## config.mk

```make
export PLATFORM = sky130hd
export DESIGN_NAME = tcp_option_parser
export DESIGN_NICKNAME = d
export VERILOG_FILES = /design/src/rtl/tcpo_pkg.sv /design/src/rtl/tcpo_walker.sv /design/src/rtl/tcpo_rsp_reg.sv /design/src/rtl/tcp_option_parser.sv
export VERILOG_INCLUDE_DIRS = /design/src /design/src/rtl
export SDC_FILE = /design/constraint.sdc
export NUM_CORES = 1
export LEC_CHECK = 0
export BUFFER_PORTS_ARGS = -buffer_cell sky130_fd_sc_hd__buf_2
export CORE_UTILIZATION = 63
export CTS_CLUSTER_SIZE = 28
export DETAILED_ROUTE_END_ITERATION = 10
export GPL_TIMING_DRIVEN = 1
export PLACE_DENSITY = 0.84
export SLEW_MARGIN = 0
export SYNTH_ARGS = -nofsm -noshare
export SYNTH_HDL_FRONTEND = slang
export SYNTH_HIERARCHICAL = 1
export SYNTH_SLANG_ARGS = --single-unit
```

## constraint.sdc

```tcl
create_clock -name clock -period 4.3 [get_ports clock]
set_clock_uncertainty 0.15 [all_clocks]
set_input_delay 1.29 -clock clock [delete_from_list [all_inputs] [get_ports clock]]
set_output_delay 1.29 -clock clock [all_outputs]
set_load 0.005 [all_outputs]
```

## src/rtl/assert_macros.svh

```systemverilog
// Assertion helpers shared by the RTL.
`ifndef ASSERT_MACROS_SVH
`define ASSERT_MACROS_SVH

// Same-cycle implication, checked out of reset.
`define ASSERT_IMPLY(label, clk, rst, ante, cons) \
   label: assert property (@(posedge clk) disable iff (rst) (ante) |-> (cons)) \
      else $error("implication check failed");

// Next-cycle implication, checked out of reset.
`define ASSERT_NEXT(label, clk, rst, ante, cons) \
   label: assert property (@(posedge clk) disable iff (rst) (ante) |=> (cons)) \
      else $error("next-cycle check failed");

`endif

```

## src/rtl/tcpo_pkg.sv

```systemverilog
`timescale 1ns / 1ps

package tcpo_pkg;

   typedef enum logic [1:0] {
      PH_KIND,
      PH_LEN,
      PH_BODY,
      PH_STOP
   } phase_type;

   localparam logic [7:0] KIND_END   = 8'd0;
   localparam logic [7:0] KIND_NOP   = 8'd1;
   localparam logic [7:0] KIND_MSS   = 8'd2;
   localparam logic [7:0] KIND_SCALE = 8'd3;

   // smallest legal option length (kind + length bytes)
   localparam logic [7:0] MIN_LEN = 8'd2;

   // position inside an option body, saturating at IDX_PAST
   localparam logic [1:0] IDX_HIGH = 2'd0;
   localparam logic [1:0] IDX_LOW  = 2'd1;
   localparam logic [1:0] IDX_PAST = 2'd2;

   typedef struct packed {
      logic [15:0] mss;
      logic        mss_found;
      logic [7:0]  window_scale;
      logic        scale_found;
      logic        malformed;
   } result_type;

endpackage

```

## src/rtl/tcpo_walker.sv

```systemverilog
`timescale 1ns / 1ps
`include "assert_macros.svh"

module tcpo_walker
   import tcpo_pkg::*;
(
   input  logic       clock,
   input  logic       reset,
   input  logic       adv,
   input  logic [7:0] opt_byte,
   input  logic       last,
   output result_type result
);

   phase_type   phase_ff, phase_in, phase_nx;
   logic        kind_mss_ff, kind_mss_in, kind_mss_nx;
   logic        kind_scale_ff, kind_scale_in, kind_scale_nx;
   logic [7:0]  bytes_left_ff, bytes_left_in, bytes_left_nx;
   logic [1:0]  value_index_ff, value_index_in, value_index_nx;
   logic [7:0]  mss_high_ff, mss_high_in, mss_high_nx;
   logic [15:0] mss_value_ff, mss_value_in, mss_value_nx;
   logic        mss_seen_ff, mss_seen_in, mss_seen_nx;
   logic [7:0]  scale_value_ff, scale_value_in, scale_value_nx;
   logic        scale_seen_ff, scale_seen_in, scale_seen_nx;
   logic        bad_length_ff, bad_length_in, bad_length_nx;

   always_comb begin
      phase_nx       = phase_ff;
      kind_mss_nx    = kind_mss_ff;
      kind_scale_nx  = kind_scale_ff;
      bytes_left_nx  = bytes_left_ff;
      value_index_nx = value_index_ff;
      mss_high_nx    = mss_high_ff;
      mss_value_nx   = mss_value_ff;
      mss_seen_nx    = mss_seen_ff;
      scale_value_nx = scale_value_ff;
      scale_seen_nx  = scale_seen_ff;
      bad_length_nx  = bad_length_ff;
      case (phase_ff)
         PH_KIND: begin
            if (opt_byte == KIND_END) begin
               phase_nx = PH_STOP;
            end else if (opt_byte != KIND_NOP) begin
               kind_mss_nx   = (opt_byte == KIND_MSS);
               kind_scale_nx = (opt_byte == KIND_SCALE);
               phase_nx      = PH_LEN;
            end
         end
         PH_LEN: begin
            if (opt_byte < MIN_LEN) begin
               bad_length_nx = 1'b1;
               phase_nx      = PH_STOP;
            end else if (opt_byte == MIN_LEN) begin
               phase_nx = PH_KIND;
            end else begin
               bytes_left_nx  = opt_byte - MIN_LEN;
               value_index_nx = IDX_HIGH;
               phase_nx       = PH_BODY;
            end
         end
         PH_BODY: begin
            if (kind_mss_ff) begin
               if (value_index_ff == IDX_HIGH) begin
                  mss_high_nx = opt_byte;
               end else if (value_index_ff == IDX_LOW) begin
                  mss_value_nx = {mss_high_ff, opt_byte};
                  mss_seen_nx  = 1'b1;
               end
            end else if (kind_scale_ff && value_index_ff == IDX_HIGH) begin
               scale_value_nx = opt_byte;
               scale_seen_nx  = 1'b1;
            end
            if (value_index_ff != IDX_PAST) begin
               value_index_nx = value_index_ff + 2'd1;
            end
            bytes_left_nx = bytes_left_ff - 8'd1;
            if (bytes_left_ff == 8'd1) begin
               phase_nx = PH_KIND;
            end
         end
         default: begin
            // end of list or bad length: ignore the rest of the area
         end
      endcase
   end

   assign result.mss          = mss_seen_nx ? mss_value_nx : 16'd0;
   assign result.mss_found    = mss_seen_nx;
   assign result.window_scale = scale_seen_nx ? scale_value_nx : 8'd0;
   assign result.scale_found  = scale_seen_nx;
   assign result.malformed    = bad_length_nx;

   always_comb begin
      phase_in       = phase_ff;
      kind_mss_in    = kind_mss_ff;
      kind_scale_in  = kind_scale_ff;
      bytes_left_in  = bytes_left_ff;
      value_index_in = value_index_ff;
      mss_high_in    = mss_high_ff;
      mss_value_in   = mss_value_ff;
      mss_seen_in    = mss_seen_ff;
      scale_value_in = scale_value_ff;
      scale_seen_in  = scale_seen_ff;
      bad_length_in  = bad_length_ff;
      if (adv && last) begin
         // segment done: clear for the next option area
         phase_in       = PH_KIND;
         kind_mss_in    = 1'b0;
         kind_scale_in  = 1'b0;
         bytes_left_in  = 8'd0;
         value_index_in = IDX_HIGH;
         mss_high_in    = 8'd0;
         mss_value_in   = 16'd0;
         mss_seen_in    = 1'b0;
         scale_value_in = 8'd0;
         scale_seen_in  = 1'b0;
         bad_length_in  = 1'b0;
      end else if (adv) begin
         phase_in       = phase_nx;
         kind_mss_in    = kind_mss_nx;
         kind_scale_in  = kind_scale_nx;
         bytes_left_in  = bytes_left_nx;
         value_index_in = value_index_nx;
         mss_high_in    = mss_high_nx;
         mss_value_in   = mss_value_nx;
         mss_seen_in    = mss_seen_nx;
         scale_value_in = scale_value_nx;
         scale_seen_in  = scale_seen_nx;
         bad_length_in  = bad_length_nx;
      end
   end

   always_ff @(posedge clock) begin
      if (reset) begin
         phase_ff       <= PH_KIND;
         kind_mss_ff    <= 1'b0;
         kind_scale_ff  <= 1'b0;
         bytes_left_ff  <= 8'd0;
         value_index_ff <= IDX_HIGH;
         mss_high_ff    <= 8'd0;
         mss_value_ff   <= 16'd0;
         mss_seen_ff    <= 1'b0;
         scale_value_ff <= 8'd0;
         scale_seen_ff  <= 1'b0;
         bad_length_ff  <= 1'b0;
      end else begin
         phase_ff       <= phase_in;
         kind_mss_ff    <= kind_mss_in;
         kind_scale_ff  <= kind_scale_in;
         bytes_left_ff  <= bytes_left_in;
         value_index_ff <= value_index_in;
         mss_high_ff    <= mss_high_in;
         mss_value_ff   <= mss_value_in;
         mss_seen_ff    <= mss_seen_in;
         scale_value_ff <= scale_value_in;
         scale_seen_ff  <= scale_seen_in;
         bad_length_ff  <= bad_length_in;
      end
   end

   `ASSERT_IMPLY(a_body_has_bytes, clock, reset, phase_ff == PH_BODY, bytes_left_ff != 8'd0)
   `ASSERT_NEXT(a_clear_after_last, clock, reset, adv && last,
                phase_ff == PH_KIND && !mss_seen_ff && !scale_seen_ff && !bad_length_ff)
   `ASSERT_IMPLY(a_kind_exclusive, clock, reset, kind_mss_ff, !kind_scale_ff)

endmodule

```

## src/rtl/tcpo_rsp_reg.sv

```systemverilog
`timescale 1ns / 1ps

module tcpo_rsp_reg
   import tcpo_pkg::*;
(
   input  logic        clock,
   input  logic        reset,
   input  logic        load,
   input  result_type  result,
   output logic        ready,
   output logic        rsp_valid,
   input  logic        rsp_stall,
   output logic [15:0] rsp_mss,
   output logic        rsp_mss_found,
   output logic [7:0]  rsp_window_scale,
   output logic        rsp_scale_found,
   output logic        rsp_malformed
);

   logic       valid_ff, valid_in;
   result_type data_ff, data_in;

   // slot frees when empty or when the held result transfers this cycle
   assign ready = !valid_ff || !rsp_stall;

   always_comb begin
      valid_in = valid_ff;
      data_in  = data_ff;
      if (load) begin
         valid_in = 1'b1;
         data_in  = result;
      end else if (ready) begin
         valid_in = 1'b0;
      end
   end

   always_ff @(posedge clock) begin
      if (reset) begin
         valid_ff <= 1'b0;
      end else begin
         valid_ff <= valid_in;
      end
   end

   always_ff @(posedge clock) begin
      data_ff <= data_in;
   end

   assign rsp_valid        = valid_ff;
   assign rsp_mss          = data_ff.mss;
   assign rsp_mss_found    = data_ff.mss_found;
   assign rsp_window_scale = data_ff.window_scale;
   assign rsp_scale_found  = data_ff.scale_found;
   assign rsp_malformed    = data_ff.malformed;

endmodule

```

## src/rtl/tcp_option_parser.sv

```systemverilog
// TCP option parser: MSS and window scale from a byte stream of the option area.
// Only a last byte yields a result: byte in s1, then result in the response register.
// Throughput: one byte per cycle, one walker update per byte, unless a last byte waits.
// An input skid register keeps req_stall registered; it asserts only under result stall.
// Reset (synchronous, active high) empties all stages and clears the parse state.
`timescale 1ns / 1ps
`include "assert_macros.svh"

module tcp_option_parser
   import tcpo_pkg::*;
(
   input  logic        clock,
   input  logic        reset,
   input  logic        req_valid,
   output logic        req_stall,
   input  logic [7:0]  req_opt_byte,
   input  logic        req_last,
   output logic        rsp_valid,
   input  logic        rsp_stall,
   output logic [15:0] rsp_mss,
   output logic        rsp_mss_found,
   output logic [7:0]  rsp_window_scale,
   output logic        rsp_scale_found,
   output logic        rsp_malformed
);

   logic       skid_valid_ff, skid_valid_in;
   logic [7:0] skid_byte_ff, skid_byte_in;
   logic       skid_last_ff, skid_last_in;
   logic       s1_valid_ff, s1_valid_in;
   logic [7:0] s1_byte_ff, s1_byte_in;
   logic       s1_last_ff, s1_last_in;

   logic       req_xfer;
   logic       out_ready;
   logic       s1_adv;
   logic       s1_free;
   result_type result;

   assign req_stall = skid_valid_ff;
   assign req_xfer  = req_valid && !req_stall;

   // bytes without last produce nothing and never wait on the result side
   assign s1_adv  = s1_valid_ff && (out_ready || !s1_last_ff);
   assign s1_free = !s1_valid_ff || s1_adv;

   always_comb begin
      skid_valid_in = skid_valid_ff;
      skid_byte_in  = skid_byte_ff;
      skid_last_in  = skid_last_ff;
      s1_valid_in   = s1_valid_ff;
      s1_byte_in    = s1_byte_ff;
      s1_last_in    = s1_last_ff;
      if (s1_free) begin
         if (skid_valid_ff) begin
            s1_valid_in   = 1'b1;
            s1_byte_in    = skid_byte_ff;
            s1_last_in    = skid_last_ff;
            skid_valid_in = 1'b0;
         end else begin
            s1_valid_in = req_xfer;
            s1_byte_in  = req_opt_byte;
            s1_last_in  = req_last;
         end
      end else if (req_xfer) begin
         skid_valid_in = 1'b1;
         skid_byte_in  = req_opt_byte;
         skid_last_in  = req_last;
      end
   end

   always_ff @(posedge clock) begin
      if (reset) begin
         skid_valid_ff <= 1'b0;
         s1_valid_ff   <= 1'b0;
      end else begin
         skid_valid_ff <= skid_valid_in;
         s1_valid_ff   <= s1_valid_in;
      end
   end

   always_ff @(posedge clock) begin
      skid_byte_ff <= skid_byte_in;
      skid_last_ff <= skid_last_in;
      s1_byte_ff   <= s1_byte_in;
      s1_last_ff   <= s1_last_in;
   end

   tcpo_walker u_walker (
      .clock    (clock),
      .reset    (reset),
      .adv      (s1_adv),
      .opt_byte (s1_byte_ff),
      .last     (s1_last_ff),
      .result   (result)
   );

   tcpo_rsp_reg u_rsp_reg (
      .clock            (clock),
      .reset            (reset),
      .load             (s1_adv && s1_last_ff),
      .result           (result),
      .ready            (out_ready),
      .rsp_valid        (rsp_valid),
      .rsp_stall        (rsp_stall),
      .rsp_mss          (rsp_mss),
      .rsp_mss_found    (rsp_mss_found),
      .rsp_window_scale (rsp_window_scale),
      .rsp_scale_found  (rsp_scale_found),
      .rsp_malformed    (rsp_malformed)
   );

   `ASSERT_IMPLY(a_skid_behind_s1, clock, reset, skid_valid_ff, s1_valid_ff)
   `ASSERT_NEXT(a_last_reaches_rsp, clock, reset, s1_adv && s1_last_ff, rsp_valid)

endmodule
```

==> results_tabular.tex, run 1 <==
\begin{tabular}{lr}
\hline
Metric & Value \\
\hline
\multicolumn{2}{l}{\textbf{Timing}} \\
\quad Worst setup slack after layout & 1220 ps \\
\quad Final-report setup violation count & 0 \\
\quad Setup repair after global routing missed its margin & false \\
\quad Relative slew margins & 44.8\% \\
\quad Share of the cycle needed by the critical path after routing & 71.6\% \\
\quad Tmin final & 3080 ps \\
\quad Final-report hold violation count & 0 \\
\quad Timing-limited maximum frequency & 0.325 GHz \\
\quad Sum Neg Setup Slack & 0 ps \\
\quad Max-slew violation total from the final report & 0 \\
\quad Pin slew with the least headroom to its limit & 827 ps \\
\multicolumn{2}{l}{\textbf{Worst setup path}} \\
\quad Crit path cell chain & buf\_2 > nand2\_1 > nand2b\_1 > and2\_1 > buf\_4 > o21ai\_0 > a41oi\_1 > o21ai\_0 > a22oi\_1 > nor2\_1 \\
\quad Worst reg2reg path startpoint & u\_walker/phase\_ff[0]\$\_SDFFE\_PP0P\_ \\
\quad Cell class contributing the biggest share of worst-path delay & compound AO/OA/AOI/OAI gates \\
\quad Cell with the largest stage delay on the worst path & sky130\_fd\_sc\_hd\_\_a41oi\_1 \\
\quad Arrival time worst endpoint & 3190 ps \\
\quad Delay of the slowest cell on the worst path & 620 ps \\
\quad Kind of launch point of the worst setup path & primary input \\
\quad Critical path buffer and inverter count & 2 \\
\quad Required time of the critical path & 4410 ps \\
\quad Max FO, Critical Path & 21 \\
\quad Worst setup EP type & flip-flop \\
\quad Beginning of the critical path & rsp\_stall \\
\quad Start-to-end type of the worst setup path & in2reg \\
\quad Most Frequent Cell on Critical Path & sky130\_fd\_sc\_hd\_\_o21ai\_0 \\
\multicolumn{2}{l}{\textbf{Synth}} \\
\quad Fraction of post-synthesis cell area in the top cell type by area & 31.2\% \\
\quad Cell Area, Synth & 0.00434 sq mm \\
\quad Syn\_nets & 481 \\
\quad Number of warnings reported in the yosys synthesis log & 6 \\
\quad Fraction of registers with async set or reset after synthesis & 0\% \\
\quad Biggest area consumer among synthesized cells & sky130\_fd\_sc\_hd\_\_edfxtp\_1 \\
\quad Number of enable flip-flop cells after synthesis & 45 \\
\quad Commonest cells in the synthesized netlist & sky130\_fd\_sc\_hd\_\_nand2\_1, sky130\_fd\_sc\_hd\_\_dfxtp\_1, sky130\_fd\_sc\_hd\_\_a21oi\_1 \\
\quad Most repeated cell in the gate-level netlist after synthesis & sky130\_fd\_sc\_hd\_\_nand2\_1 \\
\quad Synth Area per Inst & 9.47 sq um \\
\quad Sequential cell area fraction in the yosys report & 55.2\% \\
\quad Register bit total from synthesis & 97 \\
\quad Top post-synthesis cells by area & sky130\_fd\_sc\_hd\_\_edfxtp\_1, sky130\_fd\_sc\_hd\_\_dfxtp\_1, sky130\_fd\_sc\_hd\_\_nand2\_1, sky130\_fd\_sc\_hd\_\_a21oi\_1, sky130\_fd\_sc\_hd\_\_o21ai\_0 \\
\quad Post-synthesis cell count & 458 \\
\quad Primary FF master, synth & sky130\_fd\_sc\_hd\_\_dfxtp\_1 \\
\quad Number of distinct library cells after synthesis & 52 \\
\multicolumn{2}{l}{\textbf{Job}} \\
\quad Max Cap Viol & 0 \\
\multicolumn{2}{l}{\textbf{Outcome}} \\
\quad Result of the run & finished, violations left \\
\quad Failing checks & DRC \\
\multicolumn{2}{l}{\textbf{Global route}} \\
\quad Number of antenna violations at the first check in global routing & 0 \\
\quad Global-route congestion overflow total & 0 \\
\quad Pin count of the biggest net entering global routing & 36 \\
\quad Global-route usage over all layers & 25.5\% \\
\quad Via count of the first global-routing pass & 3023 \\
\quad First-pass GRT wire length & 14100 um \\
\multicolumn{2}{l}{\textbf{Clocking}} \\
\quad Resized cells post-CTS & 0 \\
\quad TritonCTS Buffers & 9 \\
\quad Maximum level of the CTS H-tree & 3 \\
\quad \# clock sinks & 97 \\
\quad Root buf cell & sky130\_fd\_sc\_hd\_\_clkbuf\_8 \\
\quad CTS tree & yes \\
\quad Clk buf depth & 2 \\
\quad Clock edge transition at the registers on the reported setup and hold paths & 90 ps \\
\quad Clock latency on the worst-skew pair & 370 ps \\
\quad Count of hold-fix buffers inserted at cts & 0 \\
\quad Post-CTS setup buffer count & 0 \\
\multicolumn{2}{l}{\textbf{Die}} \\
\quad Chip Height & 85.0 um \\
\quad Die Wd & 85.0 um \\
\quad Total number of placement rows & 29 \\
\quad Area of the die & 0.00722 sq mm \\
\quad Boundary Pins & 42 \\
\quad Core region area & 0.00649 sq mm \\
\quad Starting Density & 66.8\% \\
\multicolumn{2}{l}{\textbf{Detailed routing}} \\
\quad Routed via count divided by cell count & 5.92 \\
\quad Vias post-DR & 3329 \\
\quad Number of DRC markers in iteration 0 & 239 \\
\quad Residual antenna-violating net count after detailed routing & 0 \\
\quad Routed wire length & 8460 um \\
\quad DRC errors left & 5 \\
\quad Post-detailed-route wirelength per cell & 15.1 um \\
\quad First-pass detailed-route iteration total & 9 \\
\multicolumn{2}{l}{\textbf{Layout}} \\
\quad Final net count & 503 \\
\quad \# diodes & 0 \\
\quad Synth-to-layout area growth & 8.51\% \\
\quad Layout cells sized above 1 & 16.1\% \\
\multicolumn{2}{l}{\textbf{Placement}} \\
\quad Pre-CTS worst setup slack & 870 ps \\
\quad GPL Wtd Cong & 0.836 \\
\quad Quantity of I/O buffers inserted on ports & 41 \\
\quad HPWL after DPL & 5510 um \\
\multicolumn{2}{l}{\textbf{Min path}} \\
\quad Tightest Hold Check Type & reg2reg \\
\quad Launch point of the worst hold path & u\_walker/mss\_value\_ff[12]\$\_SDFFE\_PP0P\_ \\
\multicolumn{2}{l}{\textbf{Power}} \\
\quad Power density of the placed cells & 355 mW/mm\^{}2 \\
\quad Static leakage power & 1.65 nW \\
\quad VDD IR-drop max & 0.271 mV \\
\hline
\end{tabular}
-- registers in the layout, summed over array words and instances (netlist names), 2 cells and up --
| signal | count |
|---|---|
| u_rsp_reg/rsp_mss | 16 |
| u_walker/mss_value_ff | 16 |
| s1_byte_ff | 8 |
| skid_byte_ff | 8 |
| u_rsp_reg/rsp_window_scale | 8 |
| u_walker/bytes_left_ff | 8 |
| u_walker/mss_high_ff | 8 |
| u_walker/scale_value_ff | 8 |
| u_walker/phase_ff | 2 |
| u_walker/value_index_ff | 2 |
-- metrics by stage --
stage	util, %	hold WS (ps)	total power [mW]	cells	area (sq um)
finish	72.4	307	1.67	562	4700
global route	72.4	334	1.73	562	4700
CTS	72.4	310	1.68	562	4700
detailed placement	69.4	297	1.10	546	4510
global placement	69.4	292	1.10	546	4510
floorplan	-	281	1.07	458	4340
-- placed cells by master (no fill, tap or decap), types with 3 or more instances in the layout --
cell type                  instances
sky130_fd_sc_hd__nand2_1         128
sky130_fd_sc_hd__dfxtp_1          52
sky130_fd_sc_hd__a21oi_1          48
sky130_fd_sc_hd__edfxtp_1         45
sky130_fd_sc_hd__buf_2            41
sky130_fd_sc_hd__o21ai_0          35
sky130_fd_sc_hd__nor2_1           16
sky130_fd_sc_hd__nand3_1          12
sky130_fd_sc_hd__clkbuf_8         10
sky130_fd_sc_hd__inv_1            10
sky130_fd_sc_hd__ha_1             10
sky130_fd_sc_hd__mux2_4            8
sky130_fd_sc_hd__buf_4             6
sky130_fd_sc_hd__nor3_1            4
sky130_fd_sc_hd__or2_2             3
sky130_fd_sc_hd__o211ai_1          3
sky130_fd_sc_hd__xnor2_1           3
-- layout make-up --
cell class,instances,area (sq um)
clock buffer,11,141
multi-input combinational,315,1730
tap,77,96.3
clock inverter,5,56.3
timing repair buffer,47,250
inverter,10,37.5
sequential,97,2390
fill,477,1790
-- power breakdown --
part | switching [mW] | internal (mW) | total [mW]
registers | 0.0232 | 0.976 | 0.999
clock network | 0.303 | 0.284 | 0.587
logic | 0.0491 | 0.0354 | 0.0845
-- kinds of logic after synthesis --
family,share of synthesized area [%]
and+or+nand+nor,19.1
AOI/OAI and AO/OA,13.4
DFF,55.2
buffers and inverters,4.91
muxes,3.49
adders and majority gates,2.89
xor gates and xnor gates,1.01
-- worst paths after layout --
check,endpoint,slack (ps),depth (start not counted)
worst max-delay path,u_walker/bytes_left_ff[2]$_SDFFE_PP0P_,1220,10
worst min-delay path,u_walker/mss_value_ff[12]$_SDFFE_PP0P_,310,2
worst max register to register,u_walker/scale_value_ff[3]$_SDFFE_PP0P_,1460,6
worst min register to register,u_walker/mss_value_ff[12]$_SDFFE_PP0P_,310,2
-- routing by layer --
| metal | up-vias | track usage (%) | share of wire (%) |
|---|---|---|---|
| li1 | 1621 | - | - |
| met1 | 1552 | 32.5 | 42 |
| met2 | 137 | 40.9 | 48 |
| met3 | 19 | 6.03 | 6.8 |
| met4 | 0 | 13.3 | 2.6 |
| met5 | - | 0 | 0 |
-- worst register-to-register path: stages (launching register included) --
cell and delay, ps:
sky130_fd_sc_hd__dfxtp_1 360, sky130_fd_sc_hd__inv_1 90, sky130_fd_sc_hd__ha_1 670, sky130_fd_sc_hd__and4b_1 880
sky130_fd_sc_hd__nand2_1 360, sky130_fd_sc_hd__nand2_1 150, sky130_fd_sc_hd__a21oi_1 70
Power figures use the tool's default switching activity.
==> run 2: changes to the inputs <==
--- a/config.mk
+++ b/config.mk
@@ -7,11 +7,11 @@
 export NUM_CORES = 1
 export LEC_CHECK = 0
 export BUFFER_PORTS_ARGS = -buffer_cell sky130_fd_sc_hd__buf_2
-export CORE_UTILIZATION = 63
+export CORE_UTILIZATION = 53
 export CTS_CLUSTER_SIZE = 28
 export DETAILED_ROUTE_END_ITERATION = 10
 export GPL_TIMING_DRIVEN = 1
-export PLACE_DENSITY = 0.84
+export PLACE_DENSITY = 0.75
 export SLEW_MARGIN = 0
 export SYNTH_ARGS = -nofsm -noshare
 export SYNTH_HDL_FRONTEND = slang
==> constraint.sdc (replaced) <==
create_clock -name clock -period 2.62 [get_ports clock]
set_clock_uncertainty 0.15 [all_clocks]
set_input_delay 0.786 -clock clock [delete_from_list [all_inputs] [get_ports clock]]
set_output_delay 0.786 -clock clock [all_outputs]
set_load 0.005 [all_outputs]
==> results_tabular.tex, run 2 (synthesis results as in run 1) <==
\begin{tabular}{lr}
\hline
Metric & Value \\
\hline
\multicolumn{2}{l}{\textbf{Outcome}} \\
\quad Result of the run & finished clean \\
\multicolumn{2}{l}{\textbf{Placement}} \\
\quad Placed Instances & 580 \\
\quad HPWL after DPL & 5540 um \\
\quad Dpl cell area & 0.00463 sq mm \\
\quad Quantity of I/O buffers inserted on ports & 41 \\
\quad GPL Wtd Cong & 0.895 \\
\multicolumn{2}{l}{\textbf{Global route}} \\
\quad Fraction of met1 tracks used by global routing & 27.5\% \\
\quad Pin count of the biggest net entering global routing & 44 \\
\quad Global-route congestion overflow total & 0 \\
\quad Global-route usage over all layers & 20.5\% \\
\quad Number of antenna violations at the first check in global routing & 0 \\
\quad Highest-utilization routing layer at the global route stage & met2 \\
\quad Via count of the first global-routing pass & 2913 \\
\quad Fraction of met2 tracks used by global routing & 31.8\% \\
\quad First-pass GRT wire length & 13600 um \\
\quad Met3 capacity usage during global routing & 3.37\% \\
\multicolumn{2}{l}{\textbf{Timing}} \\
\quad Setup repair after global routing missed its margin & false \\
\quad Final-report hold violation count & 0 \\
\quad Relative slew margins & 59.8\% \\
\quad Sum Neg Setup Slack & 0 ps \\
\quad Pin slew with the least headroom to its limit & 602 ps \\
\quad Share of the cycle needed by the critical path after routing & 83.1\% \\
\quad Timing-limited maximum frequency & 0.459 GHz \\
\quad Fin Hold WS & 314 ps \\
\quad Tmin final & 2180 ps \\
\quad Max-slew violation total from the final report & 0 \\
\quad Final-report setup violation count & 0 \\
\multicolumn{2}{l}{\textbf{Die}} \\
\quad Boundary Pins & 42 \\
\quad Total number of placement rows & 32 \\
\quad Chip Height & 92.4 um \\
\quad Area of the die & 0.00855 sq mm \\
\quad Starting Density & 55.5\% \\
\quad Core region area & 0.00781 sq mm \\
\quad Die Wd & 92.4 um \\
\multicolumn{2}{l}{\textbf{Clocking}} \\
\quad Root buf cell & sky130\_fd\_sc\_hd\_\_clkbuf\_8 \\
\quad Post-CTS setup buffer count & 0 \\
\quad Resized cells post-CTS & 0 \\
\quad \# clock sinks & 97 \\
\quad Clock latency on the worst-skew pair & 370 ps \\
\quad TritonCTS Buffers & 9 \\
\quad Clock edge transition at the registers on the reported setup and hold paths & 100 ps \\
\quad Count of hold-fix buffers inserted at cts & 0 \\
\quad CTS tree & yes \\
\quad Maximum level of the CTS H-tree & 3 \\
\quad Clk buf depth & 2 \\
\multicolumn{2}{l}{\textbf{Layout}} \\
\quad Layout cells sized above 1 & 18.0\% \\
\quad Final net count & 512 \\
\quad Post-layout utilization of the core & 61.8\% \\
\quad Final instance area & 0.00483 sq mm \\
\quad Footprint of the multi-input gates & 0.00173 sq mm \\
\quad Non-Filler Instances & 596 \\
\quad Highest-count cells in the layout ignoring fill and taps & sky130\_fd\_sc\_hd\_\_nand2\_1, sky130\_fd\_sc\_hd\_\_dfxtp\_1, sky130\_fd\_sc\_hd\_\_a21oi\_1 \\
\quad Sequential cell area in the final layout & 0.00239 sq mm \\
\quad Layout filler cell count & 669 \\
\quad Most common cell after layout, fill and taps aside & sky130\_fd\_sc\_hd\_\_nand2\_1 \\
\quad Synth-to-layout area growth & 11.4\% \\
\quad \# diodes & 0 \\
\multicolumn{2}{l}{\textbf{Worst setup path}} \\
\quad Required time of the critical path & 2730 ps \\
\quad Delay of the slowest cell on the worst path & 370 ps \\
\quad Kind of launch point of the worst setup path & primary input \\
\quad Worst setup EP type & flip-flop \\
\quad Arrival time worst endpoint & 2280 ps \\
\quad Critical register-to-register path endpoint & u\_walker/phase\_ff[0]\$\_SDFFE\_PP0P\_ \\
\quad Max FO, Critical Path & 8 \\
\quad Worst reg2reg path startpoint & s1\_byte\_ff[7]\$\_DFFE\_PP\_ \\
\quad Start-to-end type of the worst setup path & in2reg \\
\quad Cell with the largest stage delay on the worst path & sky130\_fd\_sc\_hd\_\_a222oi\_1 \\
\quad Register-to-register setup slack & 480 ps \\
\quad Crit path cell chain & buf\_2 > nand2\_1 > nand2b\_1 > and2\_1 > o21ai\_0 > a41o\_1 > a222oi\_1 > nor2\_1 \\
\quad Number of cells on the worst reg-to-reg path & 4 \\
\multicolumn{2}{l}{\textbf{Detailed routing}} \\
\quad Post-detailed-route wirelength per cell & 13.9 um \\
\quad Number of DRC markers in iteration 0 & 201 \\
\quad Residual antenna-violating net count after detailed routing & 0 \\
\quad Vias post-DR & 3266 \\
\quad Routed wire length & 8310 um \\
\quad Routed via count divided by cell count & 5.48 \\
\quad First-pass detailed-route iteration total & 5 \\
\quad DRC errors left & 0 \\
\multicolumn{2}{l}{\textbf{Min path}} \\
\quad Tightest Hold Check Type & reg2reg \\
\quad Worst hold path depth & 2 \\
\quad Launch point of the worst hold path & u\_walker/mss\_value\_ff[0]\$\_SDFFE\_PP0P\_ \\
\quad Hold worst-path end & u\_walker/mss\_value\_ff[0]\$\_SDFFE\_PP0P\_ \\
\multicolumn{2}{l}{\textbf{Power}} \\
\quad Static leakage power & 1.69 nW \\
\quad Power density of the placed cells & 567 mW/mm\^{}2 \\
\quad VDD IR-drop max & 0.392 mV \\
\multicolumn{2}{l}{\textbf{Job}} \\
\quad Max Cap Viol & 0 \\
\hline
\end{tabular}
-- run 2: cell count changes in the layout (fill, tap and decap cells not counted) --
cell / change
sky130_fd_sc_hd__buf_4: +7
sky130_fd_sc_hd__buf_12: +2
sky130_fd_sc_hd__clkinv_4: -2
sky130_fd_sc_hd__clkinvlp_4: +2
sky130_fd_sc_hd__inv_6: +2
sky130_fd_sc_hd__bufinv_16: -1
sky130_fd_sc_hd__clkbuf_1: -1
sky130_fd_sc_hd__clkinv_1: -1
sky130_fd_sc_hd__clkinv_2: -1
sky130_fd_sc_hd__clkinv_8: +1
sky130_fd_sc_hd__inv_8: +1
-- run 2: per-stage QoR --
stage,setup slack [ps],total power [mW]
after floorplan,300,1.76
after global placement,190,1.81
after detailed placement,72.9,1.82
after CTS,481,2.75
after global routing,319,2.83
final,442,2.74
-- run 2: area by class of cell --
class	count	share of cell area, %
clock buffers	10	2.85
clock inverters	6	1.24
inverters	10	0.777
multi-input cells	315	35.8
flip-flops and latches	97	49.5
well taps	102	2.64
repair buffers	56	7.10
-- run 2: worst max-delay path: cells and delay by family --
| kind | cells | cell delay, ps |
|---|---|---|
| AO/OA/AOI/OAI | 3 | 900 |
| buffers and inverters | 1 | 100 |
| AND/OR/NAND/NOR | 4 | 490 |
-- run 2: report_power, final --
part | internal, mW | switching (mW) | leakage (nW) | total, mW
clock | 0.392 | 0.558 | 0.0942 | 0.951
combinational | 0.0642 | 0.0839 | 0.756 | 0.148
sequential | 1.60 | 0.0365 | 0.844 | 1.64
-- run 2: worst max path at each step --
stage / startpoint / end / slack (ps) / depth (start not counted)
after floorplan: rsp_stall / u_walker/bad_length_ff$_SDFFE_PP0P_ / 300 / 8
after detailed placement: rsp_stall / u_walker/bytes_left_ff[0]$_SDFFE_PP0P_ / 70 / 8
after global routing: rsp_stall / u_walker/phase_ff[0]$_SDFFE_PP0P_ / 320 / 9
after CTS: rsp_stall / u_walker/bytes_left_ff[0]$_SDFFE_PP0P_ / 480 / 8
after global placement: rsp_stall / u_walker/bytes_left_ff[0]$_SDFFE_PP0P_ / 190 / 8
final: rsp_stall / u_walker/bytes_left_ff[0]$_SDFFE_PP0P_ / 440 / 8
-- run 2: routing by layer --
| metal | part of all wire, % | vias up |
|---|---|---|
| li1 | - | 1648 |
| met4 | 1.3 | 0 |
| met2 | 48 | 94 |
| met1 | 44 | 1513 |
| met5 | 0 | - |
| met3 | 6.3 | 11 |
